`config.mk`:
```
export PLATFORM = sky130hd
export DESIGN_NAME = battery_percent_stabilizer
export DESIGN_NICKNAME = d
export VERILOG_FILES = /design/src/hdl/bps_pkg.sv /design/src/hdl/battery_percent_stabilizer.sv
export SDC_FILE = /design/constraint.sdc
export NUM_CORES = 1
export LEC_CHECK = 0
export BUFFER_PORTS_ARGS = -buffer_cell sky130_fd_sc_hd__buf_2
export CAP_MARGIN = 20
export CORE_ASPECT_RATIO = 2
export CORE_MARGIN = 5
export CORE_UTILIZATION = 35
export DETAILED_ROUTE_END_ITERATION = 8
export PLACE_DENSITY = 0.53
export SLEW_MARGIN = 25
export SYNTH_ARGS = -nofsm -noshare
export SYNTH_HDL_FRONTEND = slang
export SYNTH_SLANG_ARGS = --single-unit
export TNS_END_PERCENT = 50
```
`constraint.sdc`:
```
create_clock -name aclk -period 5.8 [get_ports aclk]
set_clock_uncertainty 0.15 [all_clocks]
set_input_delay 0.58 -clock aclk [delete_from_list [all_inputs] [get_ports aclk]]
set_output_delay 0.58 -clock aclk [all_outputs]
set_load 0.05 [all_outputs]
```
`src/hdl/bps_pkg.sv`:
```
// ============================================================================
// Battery percent stabilizer package
// Field widths, register indexes and reset values shared by the block.
// ============================================================================
`default_nettype none

package bps_pkg;

    localparam int MvW  = 13;
    localparam int PctW = 7;
    localparam int IdxW = 3;

    typedef logic [MvW-1:0]  mv_t;
    typedef logic [PctW-1:0] pct_t;

    localparam pct_t PctFull = 7'd100;

    // Configuration register indexes.
    typedef enum logic [IdxW-1:0] {
        REG_MID_CHARGE_MV    = 3'd0,
        REG_CHARGE_RISE_MV   = 3'd1,
        REG_CHARGE_FALL_MV   = 3'd2,
        REG_CRITICAL_MV      = 3'd3,
        REG_CRITICAL_PERCENT = 3'd4,
        REG_SLEW_STEP        = 3'd5
    } cfg_idx_t;

    // Reset values of the configuration registers and the state.
    localparam mv_t  RstMidChargeMv   = 13'd3900;
    localparam mv_t  RstChargeRiseMv  = 13'd100;
    localparam mv_t  RstChargeFallMv  = 13'd100;
    localparam mv_t  RstCriticalMv    = 13'd3300;
    localparam pct_t RstCriticalPct   = 7'd5;
    localparam pct_t RstSlewStep      = 7'd1;
    localparam pct_t RstStablePercent = 7'd100;
    localparam mv_t  RstStableVoltage = 13'd4200;

endpackage

`default_nettype wire

```
`src/hdl/battery_percent_stabilizer.sv`:
```
// ============================================================================
// Battery percent stabilizer
// Turns raw battery samples into a charge percent that does not jump when a
// charger is connected or removed, and tracks a charging flag.
// ============================================================================
//
//   Channel   Direction  Handshake          Payload
//   s_        in         s_valid/s_ready    s_voltage_mv, s_raw_percent,
//                                           s_cold_start, s_bypass
//   m_        out        m_valid/m_ready    m_percent, m_charging
//   cfg_      in         cfg_we             cfg_addr, cfg_wdata
//
// One item per cycle while the result is not stalled; each item passes from
// acceptance through the input register and then the state update that
// loads the result register. The state update is a single compare-and-select
// step, so back-to-back items see each other's state without bubbles.
// Reset (aresetn low, synchronous) empties both registers and restores the
// configuration and state reset values. A stalled result stays put and holds a full input register.
//
`default_nettype none

module battery_percent_stabilizer import bps_pkg::*; (
    input  wire logic            aclk,
    input  wire logic            aresetn,
    // Input items.
    input  wire logic            s_valid,
    output logic                 s_ready,
    input  wire logic [MvW-1:0]  s_voltage_mv,
    input  wire logic [PctW-1:0] s_raw_percent,
    input  wire logic            s_cold_start,
    input  wire logic            s_bypass,
    // Result items.
    output logic                 m_valid,
    input  wire logic            m_ready,
    output logic [PctW-1:0]      m_percent,
    output logic                 m_charging,
    // Configuration writes.
    input  wire logic            cfg_we,
    input  wire logic [IdxW-1:0] cfg_addr,
    input  wire logic [MvW-1:0]  cfg_wdata
);

    // Configuration registers.
    mv_t  mid_charge_mv_reg;
    mv_t  charge_rise_mv_reg;
    mv_t  charge_fall_mv_reg;
    mv_t  critical_mv_reg;
    pct_t critical_percent_reg;
    pct_t slew_step_reg;

    // Stabilizer state.
    logic charging_reg, charging_next;
    pct_t stable_pct_reg, stable_pct_next;
    mv_t  stable_mv_reg, stable_mv_next;
    logic seeded_reg, seeded_next;

    // Input register.
    logic in_valid_reg;
    mv_t  in_mv_reg;
    pct_t in_raw_reg;
    logic in_cold_reg;
    logic in_bypass_reg;

    // Result register.
    logic out_valid_reg;
    pct_t out_pct_reg, out_pct_next;

    logic advance;
    logic s_accept;

    // An item moves to the result register whenever that register is free or
    // being drained this cycle.
    assign advance  = in_valid_reg && (!out_valid_reg || m_ready);
    assign s_ready  = !in_valid_reg || advance;
    assign s_accept = s_valid && s_ready;

    assign m_valid    = out_valid_reg;
    assign m_percent  = out_pct_reg;
    assign m_charging = charging_reg;

    // Configuration register writes.
    always_ff @(posedge aclk) begin
        if (!aresetn) begin
            mid_charge_mv_reg    <= RstMidChargeMv;
            charge_rise_mv_reg   <= RstChargeRiseMv;
            charge_fall_mv_reg   <= RstChargeFallMv;
            critical_mv_reg      <= RstCriticalMv;
            critical_percent_reg <= RstCriticalPct;
            slew_step_reg        <= RstSlewStep;
        end else if (cfg_we) begin
            unique case (cfg_addr)
                REG_MID_CHARGE_MV:    mid_charge_mv_reg    <= cfg_wdata;
                REG_CHARGE_RISE_MV:   charge_rise_mv_reg   <= cfg_wdata;
                REG_CHARGE_FALL_MV:   charge_fall_mv_reg   <= cfg_wdata;
                REG_CRITICAL_MV:      critical_mv_reg      <= cfg_wdata;
                REG_CRITICAL_PERCENT: critical_percent_reg <= cfg_wdata[PctW-1:0];
                REG_SLEW_STEP:        slew_step_reg        <= cfg_wdata[PctW-1:0];
                default: ;
            endcase
        end
    end

    // Input register; the raw percent is clamped to full on entry.
    always_ff @(posedge aclk) begin
        if (!aresetn) begin
            in_valid_reg <= 1'b0;
        end else if (s_ready) begin
            in_valid_reg <= s_valid;
        end
        if (s_accept) begin
            in_mv_reg     <= s_voltage_mv;
            in_raw_reg    <= (s_raw_percent > PctFull) ? PctFull : s_raw_percent;
            in_cold_reg   <= s_cold_start;
            in_bypass_reg <= s_bypass;
        end
    end

    // One stabilizing step on the registered item.
    always_comb begin
        logic [MvW:0]  rise_sum;
        logic [MvW:0]  fall_sum;
        logic [PctW:0] up_sum;
        logic [PctW:0] down_sum;
        logic          chg;

        rise_sum = {1'b0, stable_mv_reg} + {1'b0, charge_rise_mv_reg};
        fall_sum = {1'b0, in_mv_reg} + {1'b0, charge_fall_mv_reg};
        up_sum   = {1'b0, stable_pct_reg} + {1'b0, slew_step_reg};
        down_sum = {1'b0, in_raw_reg} + {1'b0, slew_step_reg};

        // Charger connect and removal detection.
        chg = charging_reg;
        if (!charging_reg && (mid_charge_mv_reg <= in_mv_reg)
                && (rise_sum < {1'b0, in_mv_reg})) begin
            chg = 1'b1;
        end else if (charging_reg && (fall_sum <= {1'b0, stable_mv_reg})) begin
            chg = 1'b0;
        end

        charging_next   = charging_reg;
        stable_pct_next = stable_pct_reg;
        stable_mv_next  = stable_mv_reg;
        seeded_next     = seeded_reg;

        if (in_bypass_reg) begin
            // Bypass loads the raw values and leaves the flags alone.
            stable_pct_next = in_raw_reg;
            stable_mv_next  = in_mv_reg;
        end else begin
            charging_next = chg;
            if (!seeded_reg) begin
                // The first sample seeds the state.
                if (in_cold_reg || chg) begin
                    stable_pct_next = in_raw_reg;
                end else if (in_raw_reg < stable_pct_reg) begin
                    stable_pct_next = in_raw_reg;
                end
                stable_mv_next = in_mv_reg;
                seeded_next    = 1'b1;
            end else if (in_mv_reg < critical_mv_reg) begin
                // Below the critical voltage the percent is capped.
                stable_pct_next = (critical_percent_reg < in_raw_reg) ?
                                  critical_percent_reg : in_raw_reg;
                stable_mv_next  = in_mv_reg;
            end else if (chg && (stable_pct_reg < in_raw_reg)) begin
                // Slew upward while charging; the result never exceeds the raw percent.
                stable_pct_next = (up_sum < {1'b0, in_raw_reg}) ?
                                  up_sum[PctW-1:0] : in_raw_reg;
                stable_mv_next  = in_mv_reg;
            end else if (!chg && (in_raw_reg < stable_pct_reg)) begin
                // Slew downward while discharging.
                stable_pct_next = (down_sum < {1'b0, stable_pct_reg}) ?
                                  (stable_pct_reg - slew_step_reg) : in_raw_reg;
                stable_mv_next  = in_mv_reg;
            end
        end

        out_pct_next = in_bypass_reg ? in_raw_reg : stable_pct_next;
    end

    // State and result register update.
    always_ff @(posedge aclk) begin
        if (!aresetn) begin
            out_valid_reg  <= 1'b0;
            charging_reg   <= 1'b0;
            stable_pct_reg <= RstStablePercent;
            stable_mv_reg  <= RstStableVoltage;
            seeded_reg     <= 1'b0;
        end else begin
            if (advance) begin
                out_valid_reg  <= 1'b1;
                charging_reg   <= charging_next;
                stable_pct_reg <= stable_pct_next;
                stable_mv_reg  <= stable_mv_next;
                seeded_reg     <= seeded_next;
            end else if (m_ready) begin
                out_valid_reg <= 1'b0;
            end
        end
        if (advance) begin
            out_pct_reg <= out_pct_next;
        end
    end

endmodule

`default_nettype wire

```
# After elaboration in Yosys (flattened, before gate mapping)

Cells that the tools add are included.

Bits in registers: 119
Logic and storage cells: 83

Add/sub/neg operators: 5
Magnitude comparators: 10
Equality and inequality tests: 6
Muxes and demuxes: 20
Bitwise operators: 1
Reduce and logical (&&, ||, !) cells: 24

Operators by type and width:

| operator           | number |
|---|---|
| $mux 7             | 11 |
| $mux 13            | 5 |
| $add 13x13->14     | 2 |
| $lt 7x7->1         | 3 |
| $add 7x7->8        | 2 |
| $lt 8x7->1         | 2 |
| $reduce_and 2->1   | 8 |
| $le 14x13->1       | 1 |
| $lt 14x13->1       | 1 |
| $le 13x13->1       | 1 |
| $lt 13x13->1       | 1 |
| $gt 7x7->1 const B | 1 |
| $logic_and 1x1->1  | 7 |
| $sub 7x7->7        | 1 |
| $eq 3x2->1 const B | 2 |
| $eq 3x3->1 const B | 2 |
| $ne 5x1->1 const B | 1 |
| $logic_not 1->1    | 4 |
| $mux 1             | 4 |
| $eq 3x1->1 const B | 1 |
| $logic_not 3->1    | 1 |
| $logic_or 1x1->1   | 3 |
| $reduce_bool 2->1  | 1 |
| $not 1->1          | 1 |

# Logic depth before layout (Yosys ltp)

Depth in word-level cells: 13
Mapped depth: 23
Depth with buffers taken out: 22

# Worst setup path after synthesis

OpenSTA, ideal clock, no wires.

Path kind: reg-to-reg
Start point: register in_mv_reg[0]
End point: register out_pct_reg[4], in the netlist m_percent[4] (data pin)
Setup time: 0.271 ns
Arrival: 4.390 ns
Required time: 5.379 ns
Slack: 0.989 ns
Stages on the path, launching flop included: 24
Path buffers: 1
Clock period less this slack: 4.811 ns
Cell sequence: edfxtp_1 ha_1 inv_1 fa_1 nor2b_1 o21ai_0 a21boi_0 o21ai_0 a21boi_0 o2111ai_1 nand2_1 nor2_1 xnor2_1 ha_1 a21oi_1 nand2_1 a2111oi_2 o211ai_1 o21a_1 o221ai_4 buf_4 o22ai_1 nor4_2 a211oi_1

Cells in the longest elaborated chain, start to end: 13
Elaborated cells between the ends (all ways): 21
Those cells by class: 1 x add/sub; 4 x order compare; 9 x mux; 7 x reduce/logical

RTL lines:

| element                   | RTL line                          | RTL |
|---|---|---|
| start: declaration        | battery_percent_stabilizer.sv:59  | `mv_t in_mv_reg;` |
| start signal: assignment  | battery_percent_stabilizer.sv:111 | `in_mv_reg <= s_voltage_mv;` |
| $add 13x13->14            | battery_percent_stabilizer.sv:127 | `fall_sum = {1'b0, in_mv_reg} + {1'b0, charge_fall_mv_reg};` |
| $le 14x13->1              | battery_percent_stabilizer.sv:136 | `end else if (charging_reg && (fall_sum <= {1'b0, stable_mv_reg})) begin` |
| $logic_and 1x1->1         | battery_percent_stabilizer.sv:136 |  |
| $mux 1                    | battery_percent_stabilizer.sv:136 |  |
| $mux 1                    | battery_percent_stabilizer.sv:133 | `if (!charging_reg && (mid_charge_mv_reg <= in_mv_reg)` |
| $logic_not 1->1           | battery_percent_stabilizer.sv:170 | `end else if (!chg && (in_raw_reg < stable_pct_reg)) begin` |
| $logic_and 1x1->1         | battery_percent_stabilizer.sv:170 |  |
| $mux 7                    | battery_percent_stabilizer.sv:170 |  |
| $mux 7                    | battery_percent_stabilizer.sv:165 | `end else if (chg && (stable_pct_reg < in_raw_reg)) begin` |
| $mux 7                    | battery_percent_stabilizer.sv:160 | `end else if (in_mv_reg < critical_mv_reg) begin` |
| $mux 7 *                  | battery_percent_stabilizer.sv:151 | `if (!seeded_reg) begin` |
| $mux 7 *                  | battery_percent_stabilizer.sv:145 | `if (in_bypass_reg) begin` |
| $mux 7 *                  | battery_percent_stabilizer.sv:178 | `out_pct_next = in_bypass_reg ? in_raw_reg : stable_pct_next;` |
| named net out_pct_next[4] | battery_percent_stabilizer.sv:66  | `pct_t out_pct_reg, out_pct_next;` |
| end signal: assignment    | battery_percent_stabilizer.sv:201 | `out_pct_reg <= out_pct_next;` |
| end: declaration          | battery_percent_stabilizer.sv:66  |  |

Mark *: on every way through the listed nets, which the timed path passes. The rest lies on a longest branch.
A chain may end at the register's enable or synchronous reset.

# Final worst setup path

Start point: register in_mv_reg[1]
End point: register out_pct_reg[0], in the netlist m_percent[0] (data pin)

Same word-level chain as after synthesis.

==> metrics.cfg <==
[critical_path]
r2r_slack_ns=0.40
cp_max_fo=15
required_ns=5.84
r2r-end=m_percent[0]
r2r_cells=21
critPathCaptureType=flop
r2r_start=in_mv_reg[1]
crit_path_start_kind=flop
arrival_ns=5.44
worstSetupPathType=reg2reg

[clock_tree]
clock_path_buffers=2
clock-sinks=119
cts_tree=built
cts_buffers=17
worstSkewPairLatency_ns=0.44
htree_levels=4
cts_root_buffer=clkbuf_16
postCtsHoldBufs=0
path_clk_slew_ns=0.06

[layout]
area.sequential_sq_mm=0.00267
drive_gt1_share_pct=12.0
n_antenna_cell=0
fin_nets=1218
fin_cells=1352
synthToLayoutAreaGrowth_pct=14.0
fin_area_sq_mm=0.00980
fillCellCount=2529
final_common_cell=nand2_1
mostFrequentLayoutCells=nand2_1 (153), ha_1 (121), dfxtp_1 (90), inv_1 (79), a21oi_1 (63)
multi_input_area_sq_mm=0.00550

[floorplanning]
die_y_microns=232
dieArea_sq_mm=0.0280
start_util_pct=35.4
io-pin-count=53
fp.coreArea_sq_mm=0.0243
die_w_microns=121
row_count=81

[place]
dp.cells=1318
placed_area_sq_mm=0.00920
gp_congestion=0.966
hpwlAfterDp_mm=23.8
portBuffers=52

[global_routing]
grt_pass1_vias=7783
overflow=0
use_met3_pct=3.05
grt.busiest_layer=met2
grt_max_degree=94
antenna_found_initial=0
gr-usage-met1_pct=17.9
grt_usage_pct=21.8
grt_pass1_wl_mm=44.9
met2_usage_pct=44.3

[drt]
vias=7488
wl_per_cell_microns=22.0
drc=0
drt_wl_total_mm=29.7
dr.pass1.iters=5
ant_nets=0
via_per_inst=5.54
first_iter_violations=427

[synthesis]
syn_nets=1162
netlist_area_sq_mm=0.00860
postSynthAreaPerCell_sq_um=8.66
synthCells=993
synth_edf_count=29
ys_ff_latch=119
ys.flop_type=dfxtp_1
ys_types=73
yosys_warnings=0
async_flop_share_pct=0
ys_seq_area_share_pct=31.1

[sta]
fin_crit_ns=5.40
fin_crit_sh_pct=93.2
maxSlewViolCount=0
rsz0062_at_grt=yes
final-setup-viol-count=0
clock.fmax_mhz=185
worst_pin_slew_ns=1.02
slew_headroom_pct=31.9
final-hold-violation-count=0

[status]
status=finished, final reports clean

[power_and_ir_drop]
pwr_density_cell_mw_per_mm2=259
internal_power_w=0.00172
clkPwrFrac_pct=41.1
combPwrFrac_pct=22.3
leakage_nw=4.23
p_seq_share_pct=36.6
irDropWorstVdd_uv=181
p_sw_share_pct=32.3
power_switching_w=0.000820

[hold_path]
min_delay_path_depth=1
min_from=s_voltage_mv[7]
whs_endpoint=in_mv_reg[7]
min_path_type=in2reg

[run]
drv_cap=0

## logic make-up after synthesis
logic type	count (synthesis)	share of synthesized area, %
DFF	119	31.1
AOI/OAI and AO/OA	237	19.7
buffers and inverters	112	5.08
xor gates and xnor gates	34	3.46
and+or+nand+nor	337	18.6
adders and majority gates	126	18.8
muxes	28	3.29
## worst max-delay path by stage
stage	slack [ns]	depth (start not counted)	endpoint	start
finish	0.40	21	m_percent[0]	in_mv_reg[1]
global route	-0.05	21	m_percent[0]	in_mv_reg[1]
CTS	0.38	20	stable_mv_reg[1]	stable_mv_reg[0]
detailed placement	0.40	20	stable_mv_reg[1]	stable_mv_reg[0]
global placement	0.48	21	stable_mv_reg[10]	in_mv_reg[1]
floorplan	0.99	23	m_percent[4]	in_mv_reg[0]
## through the flow
step	hold slack [ns]	power, W	worst slack, ns	TNS (ns)	utilization (%)
after detailed placement	0.310	0.00151	0.402	0	37.8
final	0.165	0.00254	0.395	0	40.3
after global routing	0.147	0.00266	-0.0545	-0.0545	40.3
after floorplan	0.289	0.00131	0.989	0	-
after global placement	0.308	0.00150	0.481	0	37.8
after CTS	0.145	0.00256	0.378	0	40.2
## per-layer routing
layer / share of wire [%] / up-vias
met5: 0 / -
met4: 8.6 / 0
met3: 2.2 / 107
met2: 58 / 188
met1: 31 / 3537
li1: - / 3656
## cell type report
type	instances	area share (%)
Multi-Input combinational cell	762	56.1
Sequential cell	119	27.3
Clock buffer	18	4.59
Timing Repair Buffer	68	4.01
Tap cell	290	3.70
Inverter	81	3.10
Clock inverter	14	1.25
## power by group through the flow
stage                     Clock [W]  Combinational [W]  Sequential, W
after detailed placement          0           0.000558       0.000948
after global placement            0           0.000554       0.000949
after global routing        0.00110           0.000623       0.000933
final                       0.00104           0.000567       0.000931
after floorplan                   0           0.000369       0.000940
after CTS                   0.00107           0.000562       0.000931
## synthesized netlist by cell type (all sizes together) (6+ instances only)
master	number	share of area [%]
nand4	11	0.80
nand2b	8	0.58
o211ai	15	1.3
or2	10	0.73
nor2	37	1.6
dfxtp	90	21
and3	8	0.64
o21ai	28	1.7
o21bai	7	0.61
nand2	155	6.8
a211oi	10	0.93
xor2	6	0.61
a21boi	40	3.5
and2	15	1.1
xnor2	28	2.9
nand3	45	2.6
a21o	13	1.1
clkbuf	27	1.2
ha	121	18
a21oi	63	3.7
edfxtp	29	10
o21a	9	0.79
inv	81	3.5
mux2i	26	3.0
nor3	10	0.64
and4	6	0.61
nor2b	22	1.6
## critical path, cell delays in order, from the launching register on
cell and delay (ns):
edfxtp_1 0.41, inv_1 0.16, fa_1 0.45, nor2b_1 0.12, o21ai_0 0.09, a21boi_0 0.24, o21ai_0 0.14, a21boi_0 0.32
o2111ai_1 0.19, nand2_1 0.10, nor2_1 0.05, xnor2_1 0.17, ha_1 0.29, a21oi_1 0.16, nand2_1 0.09, a2111oi_2 0.36
o211ai_1 0.24, o21a_1 0.28, o221ai_4 0.46, o41a_1 0.22, o221ai_1 0.15, or2_2 0.31
## timing repair
item / in CTS / in global routing
resized for setup: 0 / 1
endpoints found under the setup margin: 0 / 15
setup buffers: 0 / 2
(Power assumes the default switching activity.)
